===== config.mk =====
export PLATFORM = sky130hd
export DESIGN_NAME = csv_field_tokenizer
export DESIGN_NICKNAME = d
export VERILOG_FILES = /design/src/csvft_pkg.sv /design/src/csv_field_tokenizer.sv
export SDC_FILE = /design/constraint.sdc
export NUM_CORES = 1
export LEC_CHECK = 0
export ABC_AREA = 1
export BUFFER_PORTS_ARGS = -buffer_cell sky130_fd_sc_hd__buf_2
export CAP_MARGIN = 30
export CORE_MARGIN = 10
export CORE_UTILIZATION = 41
export CTS_CLUSTER_DIAMETER = 150
export CTS_CLUSTER_SIZE = 10
export DETAILED_ROUTE_END_ITERATION = 10
export PLACE_DENSITY = 0.7
export SYNTH_ARGS = -nofsm -noshare
export SYNTH_HDL_FRONTEND = slang
export SYNTH_SLANG_ARGS = --single-unit

===== constraint.sdc =====
create_clock -name clk_i -period 1.8 [get_ports clk_i]
set_clock_uncertainty 0.1 [all_clocks]
set_input_delay 0.18 -clock clk_i [delete_from_list [all_inputs] [get_ports clk_i]]
set_output_delay 0.18 -clock clk_i [all_outputs]
set_load 0.02 [all_outputs]

===== src/csvft_pkg.sv =====
// Shared types and constants for the CSV field tokenizer.
// No dependencies.
package csvft_pkg;

  localparam int unsigned UnitW = 16;

  typedef logic [UnitW-1:0] unit_t;

  typedef enum logic [1:0] {
    KIND_CHAR      = 2'd0,
    KIND_FIELD_END = 2'd1,
    KIND_LINE_END  = 2'd2
  } kind_e;

  localparam unit_t QuoteUnit    = unit_t'(16'h0022);
  localparam unit_t SepResetUnit = unit_t'(16'h002C);

endpackage


===== src/csv_field_tokenizer.sv =====
// CSV field tokenizer: input register, one pass of flag and compare logic, result register.
// Depends on csvft_pkg.
// A result beat is formed from an input beat held in the input register and is then held in the result register.
// Throughput: one beat per cycle; the pass is two state flags and two 16-bit compares.
// Input stalls only while a beat waits in the input register behind an untaken result beat.
// Reset (rst_ni low, asynchronous): registers empty, quote flags clear, separator comma.
module csv_field_tokenizer
  import csvft_pkg::*;
(
  input  logic        clk_i,
  input  logic        rst_ni,
  // configuration: separator code unit
  input  logic        cfg_valid_i,
  output logic        cfg_ready_o,
  input  unit_t       cfg_data_i,
  // input stream
  input  logic        s_axis_tvalid,
  output logic        s_axis_tready,
  input  unit_t       s_axis_tdata,   // [15:0] code_unit
  input  logic        s_axis_tlast,   // command: end of line
  // result stream
  output logic        m_axis_tvalid,
  input  logic        m_axis_tready,
  output unit_t       m_axis_tdata,   // [15:0] char_out
  output logic [1:0]  m_axis_tuser    // [1:0] kind
);

  unit_t sep_q;
  logic  in_v_q;
  logic  in_last_q;
  unit_t in_unit_q;
  logic  in_quotes_q, in_quotes_d;
  logic  pend_q, pend_d;
  logic  out_v_q;
  unit_t out_char_q;
  kind_e out_kind_q;

  logic  advance;
  logic  emit;
  kind_e kind_d;
  unit_t char_d;
  logic  iq_eff;

  assign cfg_ready_o   = 1'b1;
  assign advance       = in_v_q && (!out_v_q || m_axis_tready);
  assign s_axis_tready = !in_v_q || advance;

  always_comb begin
    in_quotes_d = in_quotes_q;
    pend_d      = pend_q;
    emit        = 1'b0;
    kind_d      = KIND_CHAR;
    char_d      = '0;
    iq_eff      = in_quotes_q;
    if (in_last_q) begin
      in_quotes_d = 1'b0;
      pend_d      = 1'b0;
      emit        = 1'b1;
      kind_d      = KIND_LINE_END;
    end else if (pend_q && in_unit_q == QuoteUnit) begin
      pend_d      = 1'b0;
      in_quotes_d = 1'b1;
      emit        = 1'b1;
      char_d      = QuoteUnit;
    end else begin
      if (pend_q) begin
        iq_eff = 1'b0;
      end
      pend_d      = 1'b0;
      in_quotes_d = iq_eff;
      if (in_unit_q == QuoteUnit) begin
        if (iq_eff) begin
          pend_d = 1'b1;
        end else begin
          in_quotes_d = 1'b1;
        end
      end else if (!iq_eff && in_unit_q == sep_q) begin
        emit   = 1'b1;
        kind_d = KIND_FIELD_END;
      end else begin
        emit   = 1'b1;
        char_d = in_unit_q;
      end
    end
  end

  always_ff @(posedge clk_i or negedge rst_ni) begin
    if (!rst_ni) begin
      sep_q       <= SepResetUnit;
      in_v_q      <= 1'b0;
      in_quotes_q <= 1'b0;
      pend_q      <= 1'b0;
      out_v_q     <= 1'b0;
    end else begin
      if (cfg_valid_i) begin
        sep_q <= cfg_data_i;
      end
      if (s_axis_tvalid && s_axis_tready) begin
        in_v_q <= 1'b1;
      end else if (advance) begin
        in_v_q <= 1'b0;
      end
      if (advance) begin
        in_quotes_q <= in_quotes_d;
        pend_q      <= pend_d;
        out_v_q     <= emit;
      end else if (m_axis_tready) begin
        out_v_q <= 1'b0;
      end
    end
  end

  always_ff @(posedge clk_i) begin
    if (s_axis_tvalid && s_axis_tready) begin
      in_last_q <= s_axis_tlast;
      in_unit_q <= s_axis_tdata;
    end
    if (advance && emit) begin
      out_kind_q <= kind_d;
      out_char_q <= char_d;
    end
  end

  assign m_axis_tvalid = out_v_q;
  assign m_axis_tdata  = out_char_q;
  assign m_axis_tuser  = out_kind_q;

endmodule


Word level (Yosys, flattened, before mapping)
Index checks and enable logic that the tools add are counted.

Register bits: 55. Latch bits: 0. Bits in writable memories: 0. ROM bits: 0. Output and inout bits: 21. Word-level logic and storage cells: 48. Memories: 0.

Add/sub/neg operators: 0. Multipliers: 0. Div/mod/pow operators: 0. Order comparisons: 0. Eq/ne operators: 2. Shift operators: 0. Mux-type cells: 21. Bitwise gates (word level): 0. Reductions and logical operators: 14.

Operators by type and width (count): $mux 1 (18); $mux 6 (3); $eq 16x16->1 (1); $eq 16x6->1 const B (1); $logic_and 1x1->1 (5); $reduce_bool 2->1 (2); $reduce_or 4->1 (1); $logic_not 1->1 (3); $reduce_or 3->1 (1); $logic_or 1x1->1 (2).

Longest topological paths before layout
Gate-level depths: netlist of run 1.

Word-level depth: 9. Gate-level depth with buffers: 10.

Worst setup path before layout of run 1
OpenSTA, ideal clock, no wires.

Path type: reg-to-reg. Start point: register in_unit_q[4]. End point: register out_char_q[0] (netlist: m_axis_tdata[0]), enable pin. Setup time: 326 ps. Arrival time: 1323 ps. Setup slack: 51 ps. Cell stages (with the launch flop): 8. Buffers on the path: 0. Clock period less this slack: 1749 ps. Cells stage by stage: edfxtp_1 inv_2 nand4_1 nor2_2 and2_4 nand2_1 o21ai_1 inv_1.

Word-level cells in the longest chain between the ends: 5. Elaborated cells between the ends (all ways): 6. Classes of those cells: eq/ne: 1; mux: 3; reduce/logical: 2.

Ends and longest elaborated chain: from (decl) (RTL line csv_field_tokenizer.sv:31) `unit_t in_unit_q;`; from (signal assigned) (RTL line csv_field_tokenizer.sv:116) `in_unit_q <= s_axis_tdata;`; $eq 16x6->1 (*) (RTL line csv_field_tokenizer.sv:60, csv_field_tokenizer.sv:71); $mux 1 or $logic_and 1x1->1 (tied branches) (RTL line csv_field_tokenizer.sv:71, csv_field_tokenizer.sv:60); $mux 1 (*) (RTL line csv_field_tokenizer.sv:60) `end else if (pend_q && in_unit_q == QuoteUnit) begin`; $mux 1 (*) (RTL line csv_field_tokenizer.sv:55) `if (in_last_q) begin`; $logic_and 1x1->1 (*) (RTL line csv_field_tokenizer.sv:118) `if (advance && emit) begin`; to (signal assigned) (RTL line csv_field_tokenizer.sv:120) `out_char_q <= char_d;`; to (decl) (RTL line csv_field_tokenizer.sv:35) `unit_t out_char_q;`.

Every way passes the cells marked *; elsewhere a longest branch is shown, timed or not. A chain may end at the register's enable or synchronous reset.

Final worst setup path of run 1
Start point: register in_unit_q[12]. End point: register out_char_q[2] (netlist: m_axis_tdata[2]), enable pin.

Same word-level chain as after synthesis.

==> results of run 1 <==
==> layer usage <==
| metal | GRT usage | part of all wire |
|---|---|---|
| met1 | 0.133 | 0.40 |
| met2 | 0.197 | 0.50 |
| met3 | 0.0319 | 0.077 |
| met4 | 0.0688 | 0.028 |
| met5 | 0 | 0 |
==> state kept, by name, summed over array words and instances (netlist names) <==
register,cells
in_last_q,1
sep_q,16
in_unit_q,16
in_quotes_q,1
m_axis_tdata,16
in_v_q,1
pend_q,1
m_axis_tuser,2
m_axis_tvalid,1
==> cells in the final DEF (no fill, tap or decap), types with 2 or more instances in the layout <==
cell type       n
inv_1          23
buf_2          57
nor2_1          8
clkbuf_8        5
buf_4          10
clkbuf_16       2
mux2_2          2
nor2_2         16
o21ai_0        15
dfstp_2         3
nand3_1         2
inv_2          16
a21oi_1         4
nand2_1        63
dlygate4sd3_1  31
dfrtp_1        17
nand4_1         7
nand2_2         3
edfxtp_1       35
==> how the worst max path moves through the flow <==
stage,to,start,cells after the start
2_1_floorplan,m_axis_tdata[0]$_SDFFCE_PP0P_,in_unit_q[4]$_DFFE_PP_,7
3_3_place_gp,m_axis_tdata[8]$_SDFFCE_PP0P_,in_unit_q[9]$_DFFE_PP_,8
3_5_place_dp,m_axis_tdata[6]$_SDFFCE_PP0P_,in_unit_q[4]$_DFFE_PP_,8
4_1_cts,m_axis_tdata[2]$_SDFFCE_PP0P_,in_unit_q[15]$_DFFE_PP_,8
5_1_grt,m_axis_tdata[3]$_SDFFCE_PP0P_,in_unit_q[11]$_DFFE_PP_,8
6_report,m_axis_tdata[2]$_SDFFCE_PP0P_,in_unit_q[12]$_DFFE_PP_,8
==> worst max-delay path, delay by kind of cell (launching register included) <==
family	cells	cell delay, ns
simple gates	4	0.49
flops	1	0.42
buf+inv	3	0.30
compound gates	1	0.15
==> cell families after synthesis <==
| logic type | share of synthesized area |
|---|---|
| buffers and inverters | 0.0778 |
| other | 0.00157 |
| AND/OR/NAND/NOR | 0.208 |
| flip-flops | 0.653 |
| AO/OA/AOI/OAI | 0.0504 |
| multiplexers | 0.00946 |
==> final cells by class <==
cell class / instances / area, um^2
Timing Repair Buffer: 99 / 691
Sequential cell: 55 / 1560
Multi-Input combinational cell: 131 / 656
Inverter: 39 / 146
Tap cell: 72 / 90.1
Clock buffer: 8 / 123
Fill cell: 494 / 2310
==> power groups by stage <==
stage / logic, mW / registers, mW / clock network, mW
floorplan: 0.203 / 1.64 / 0
global placement: 0.444 / 1.57 / 0
detailed placement: 0.450 / 1.58 / 0
CTS: 0.502 / 1.55 / 0.849
global route: 0.567 / 1.56 / 0.894
finish: 0.510 / 1.55 / 0.826
==> timing repair <==
item / in CTS / in global routing
gates resized for setup: 0 / 7
pin swaps: 1 / 2
endpoints found under the setup margin: 18 / 22
hold buffers: 31 / 0
hold endpoints to repair: 47 / 0
buffers inserted: 1 / 4
cloned: 0 / 0
==> impl_metrics.csv, run 1 <==
group,metric,value,unit
worst_setup_path,cpMaxStageDelayCell,"edfxtp_1",
worst_setup_path,r2r_start,"in_unit_q[12]$_DFFE_PP_",
route,viasPerCell,4.54,
worst_setup_path,critical_path.endpoint_type,"register",
placed_design,dpl.cell_count,360,
route,route.detailed.drc,0,
worst_setup_path,ff2ff_path_depth,8,
power,seq_power_share,0.537,
synthesis,yosysWarnings,0,
finish,final_nets,369,
sta,setup_ws,0.0882,ns
finish,finalNonFillerCells,404,
route,firstDrtPassIters,4,
sta,tns,0,ns
floorplanning,die_area,9260,um^2
hold_path,hp-class,"input pin to register",
worst_setup_path,crit_path_start_kind,"register",
clock_tree,worst_skew_pair.late_latency,0.31,ns
synthesis,postSynthCellCount,230,
worst_setup_path,criticalPathCategory,"register to register",
placed_design,numPortBuffers,57,
power,power.total,2.89,mW
worst_setup_path,cpPeakStageDelay,0.42,ns
clock_tree,clockBufferDepth,2,
power,p_per_area,885,nW/um^2
floorplanning,initial_core_util,0.427,
finish,fin_util,0.585,
synthesis,ys.flop_type,"edfxtp_1",
worst_setup_path,cp_cell_sequence,"inv_2 -> nand4_1 -> nor2_2 -> and2_4 -> nand2_2 -> o21ai_2 -> inv_2 -> buf_12",
worst_setup_path,r2r_end,"m_axis_tdata[2]$_SDFFCE_PP0P_",
power,p_clk_frac,0.286,
power,p_sw,0.740,mW
synthesis,yosysUniqueCellTypes,26,
clock_tree,cts_num_sinks,55,
synthesis,yosysTopAreaCellShare,0.441,
hold_path,hold_path_depth,3,
route,drtAntennaViolNets,0,
power,power_leakage,1.52,nW
clock_tree,root_buffer,"clkbuf_8",
power,power.internal,2.15,mW
sta,fin_crit_sh,0.951,
power,peakVddDrop,0.000435,V
synthesis,synth_edf_count,35,
finish,syn_to_final_growth,36.9,%
finish,drive_gt1_frac,0.364,
floorplanning,die_y,96.2,um
synthesis,post_synth.cell_area_avg,10.4,um^2
synthesis,async_flop_share,0.364,
finish,postLayoutCellArea,3260,um^2
clock_tree,cts_tree,"done",
synthesis,syn_area,2380,um^2
route,wl_per_cell,13.3,um
placed_design,hpwl,3960,um
worst_setup_path,path_max_fanout,18,
floorplanning,pin_count,59,
worst_setup_path,cp_data_arrival_time,1.68,ns
power,p_sw_frac,0.256,
hold_path,worstHoldEndpoint,"sep_q[7]$_DFFE_PN0P_",
global_route,grt_pass1_wl,8320,um
synthesis,yosys-top-cells-count,"64 x nand2_1, 35 x edfxtp_1, 27 x inv_1",
synthesis,synth_area_leaders,"edfxtp_1 44%, dfrtp_1 18%, nand2_1 10%, inv_1 4.3%, nor2_2 4.2%",
power,combPwrFrac,0.177,
route,drt_iter0_drc,50,
clock_tree,numCtsBuffers,5,
placed_design,place_ws,0.0130,ns
worst_setup_path,r2r_setup_slack,0.09,ns
floorplanning,die_x,96.2,um
sta,setup_viol,0,
placed_design,routabilityCongestion,0.856,
synthesis,synth_fp_nets,268,
global_route,grt_pass1_vias,1785,
worst_setup_path,crit_path_frequent_cell,"inv_2",
clock_tree,path_clk_slew,0.09,ns
hold_path,hold_start,"cfg_data_i[7]",
synthesis,synth-seq-cells,55,
worst_setup_path,required,1.77,ns
sta,min_period,1.71,ns
route,vias,1836,
global_route,grt-ovfl-total,0,
status,outcome,"complete, no violations",
global_route,antenna_found_initial,0,
global_route,grtUsageTotal,0.118,
sta,hold_viol_final,0,
sta,timing.hold.ws,0.0133,ns
synthesis,synth_most_common_cell,"nand2_1",
clock_tree,h-tree-depth,2,
sta,max_freq,584,MHz
sta,report.final.slew_viol_count,0,
placed_design,dpl_cell_area,2780,um^2
route,routed_wl,5350,um
floorplanning,num_rows,27,
floorplanning,coreArea,5570,um^2
global_route,grt_max_degree,21,
job,drv_cap,0,
synthesis,yosysTopAreaCell,"edfxtp_1",
finish,diodes,0,
synthesis,ys_seq_area_frac,0.653,
Note: power is estimated with default switching activity, not from simulation.
==> inputs of run 2 (changes only) <==
Settings changed: ABC_AREA 1 to not set.
==> impl_metrics.csv, run 2 <==
group,metric,value,unit
status,outcome,"complete, but fails checks",
status,failed_checks,"setup timing",
finish,layout_common_cells,"57 x buf_2, 35 x edfxtp_1, 33 x dlygate4sd3_1, 18 x buf_4, 17 x dfrtp_1",
worst_setup_path,cp_cell_sequence,"nor4b_4 -> nand4_4 -> buf_4 -> o211ai_1 -> a21oi_2",
floorplanning,die_y,95.4,um
placed_design,place_ws,-0.0656,ns
route,viasPerCell,4.80,
synthesis,async_flop_share,0.364,
worst_setup_path,criticalPathCategory,"register to register",
global_route,antenna_found_initial,0,
finish,final_common_cell,"buf_2",
synthesis,synth_fp_nets,197,
global_route,grt_pass1_vias,1732,
job,drv_cap,0,
synthesis,synth_edf_count,35,
synthesis,synth_top_family_by_area,"simple AND/OR/NAND/NOR gates",
finish,n_fill_cell,413,
synthesis,yosys-top-cells-count,"35 x edfxtp_1, 18 x a21oi_1, 17 x dfrtp_1",
sta,tns,-0.0741,ns
worst_setup_path,cpMaxStageDelayCell,"edfxtp_1",
synthesis,syn_area,2330,um^2
finish,final_nets,313,
synthesis,yosysTopAreaCellShare,0.451,
sta,report.final.slew_viol_count,0,
finish,fin_util,0.621,
synthesis,postSynthCellCount,159,
route,route.detailed.drc,0,
placed_design,hpwl,3810,um
sta,setup_viol,2,
worst_setup_path,path_max_fanout,4,
synthesis,ys_seq_area_frac,0.667,
worst_setup_path,critPathBufInv,1,
worst_setup_path,crit_path_start_kind,"register",
floorplanning,die_x,95.4,um
synthesis,yosysWarnings,0,
worst_setup_path,cp_data_arrival_time,1.80,ns
route,wl_per_cell,16.1,um
synthesis,ys.flop_type,"edfxtp_1",
route,firstDrtPassIters,4,
synthesis,synth-seq-cells,55,
synthesis,synthAdderAreaFrac,0,
clock_tree,cts_num_sinks,55,
placed_design,routabilityCongestion,0.782,
worst_setup_path,cpPeakStageDelay,0.51,ns
route,m1WireLength,2290,um
global_route,grt_pass1_wl,8800,um
route,dr_wl_met2,2730,um
finish,drive_gt1_frac,0.457,
synthesis,yosysUniqueCellTypes,32,
sta,grt_setup_unrepaired,"yes",
clock_tree,h-tree-depth,2,
clock_tree,numCtsBuffers,5,
sta,max_freq,544,MHz
route,routed_wl,5610,um
synthesis,synth_area_leaders,"edfxtp_1 45%, dfrtp_1 18%, mux2_2 7.7%, xnor2_1 4.1%, a21oi_1 3.9%",
clock_tree,clockBufferDepth,2,
hold_path,hp-class,"input pin to register",
route,vias,1669,
floorplanning,initial_core_util,0.423,
sta,min_period,1.84,ns
synthesis,synth_compound_area_frac,0.0612,
synthesis,synth.area.mux_share,0.0773,
synthesis,synth-simple-area-share,0.109,
clock_tree,worst_skew_pair.late_latency,0.31,ns
clock_tree,root_buffer,"clkbuf_8",
worst_setup_path,required,1.76,ns
floorplanning,pin_count,59,
placed_design,numPortBuffers,57,
sta,hold_viol_final,0,
worst_setup_path,critical_path.endpoint_type,"register",
route,drt_iter0_drc,55,
power,p_per_area,798,nW/um^2
floorplanning,num_rows,27,
synthesis,synth_xor_area_frac,0.0601,
sta,setup_ws,-0.0389,ns
global_route,grt-ovfl-total,0,
sta,fin_crit_sh,1.02,
finish,diodes,0,
worst_setup_path,crit_family,"simple AND/OR/NAND/NOR gates",
synthesis,synth_most_common_cell,"edfxtp_1",
clock_tree,path_clk_slew,0.10,ns
floorplanning,die_area,9100,um^2
route,routed.top_layer,"met4",
global_route,grtUsageTotal,0.126,
power,peakVddDrop,0.000432,V
power,power_leakage,1.43,nW
route,routed-wl-met3,534,um
clock_tree,cts_tree,"done",
finish,syn_to_final_growth,46.6,%
synthesis,post_synth.cell_area_avg,14.7,um^2
route,drtAntennaViolNets,0,
synthesis,yosysTopAreaCell,"edfxtp_1",
global_route,grt_max_degree,21,
floorplanning,coreArea,5510,um^2
-- run 2: cell types whose count changed after synthesis, moves of 11 or more --
cell / delta
nand2_1: -49
a21oi_1: +14
o21ai_0: -13
xnor2_1: +11
nor2_2: -16
inv_2: -12
inv_1: -24
mux2_2: +14
-- run 2: timing repair --
action,CTS,global route
setup endpoints to repair,32,52
resized for setup,3,21
pin swaps,0,6
hold buffers,32,1
buffers inserted,0,7
gates cloned,0,3
hold endpoints to repair,48,1
-- run 2: worst paths after layout --
kind / slack, ns / from / depth (start not counted) / end
worst min-delay path: 0.008 / cfg_data_i[10] / 2 / sep_q[10]$_DFFE_PN0P_
worst min register to register: 0.44 / sep_q[9]$_DFFE_PN0P_ / 1 / sep_q[9]$_DFFE_PN0P_
min in group asynchronous: 0.25 / rst_ni / 2 / sep_q[11]$_DFFE_PN0P_
max in group asynchronous: 0.99 / rst_ni / 2 / sep_q[3]$_DFFE_PN1P_
worst max register to register: -0.04 / in_unit_q[14]$_DFFE_PP_ / 5 / m_axis_tdata[1]$_SDFFCE_PP0P_
worst max-delay path: -0.04 / in_unit_q[14]$_DFFE_PP_ / 5 / m_axis_tdata[1]$_SDFFCE_PP0P_
-- run 2: worst register-to-register path: stages, from the launching register on --
cell      delay, ns
edfxtp_1       0.51
nor4b_4        0.35
nand4_4        0.18
buf_4          0.19
o211ai_1       0.22
a21oi_2        0.04
-- run 2: cells by family after synthesis --
family,count (synthesis)
AND/OR/NAND/NOR,36
buffers and inverters,10
multiplexers,16
AO/OA/AOI/OAI,25
flip-flops,55
other,1
XOR/XNOR,16
-- run 2: metal layers --
layer,vias to the layer above,GRT usage
met4,0,0.0418
li1,814,-
met2,60,0.199
met5,-,0
met1,790,0.150
met3,5,0.0542
-- run 2: area by class of cell --
class | instances | area [um^2] | area share
clock buffers | 8 | 101 | 0.0297
inverters | 3 | 11.3 | 0.00330
multi-input cells | 96 | 832 | 0.244
flip-flops and latches | 55 | 1560 | 0.455
well taps | 72 | 90.1 | 0.0264
repair buffers | 114 | 827 | 0.242
-- run 2: report_power, final --
part	total [mW]	leakage, nW	internal (mW)	switching, mW
clock network	0.739	0.0506	0.361	0.378
logic	0.459	0.808	0.239	0.221
registers	1.53	0.574	1.46	0.0657
-- run 2: metrics by stage --
step	instances	cell area (um^2)	power [mW]	hold WS, ns
4_1_cts	337	3240	2.70	0.00323
3_5_place_dp	297	2800	1.92	0.0686
5_1_grt	348	3420	2.86	0.000165
6_report	348	3420	2.73	0.00756
2_1_floorplan	159	2330	1.76	-0.216
3_3_place_gp	297	2800	1.91	0.0554
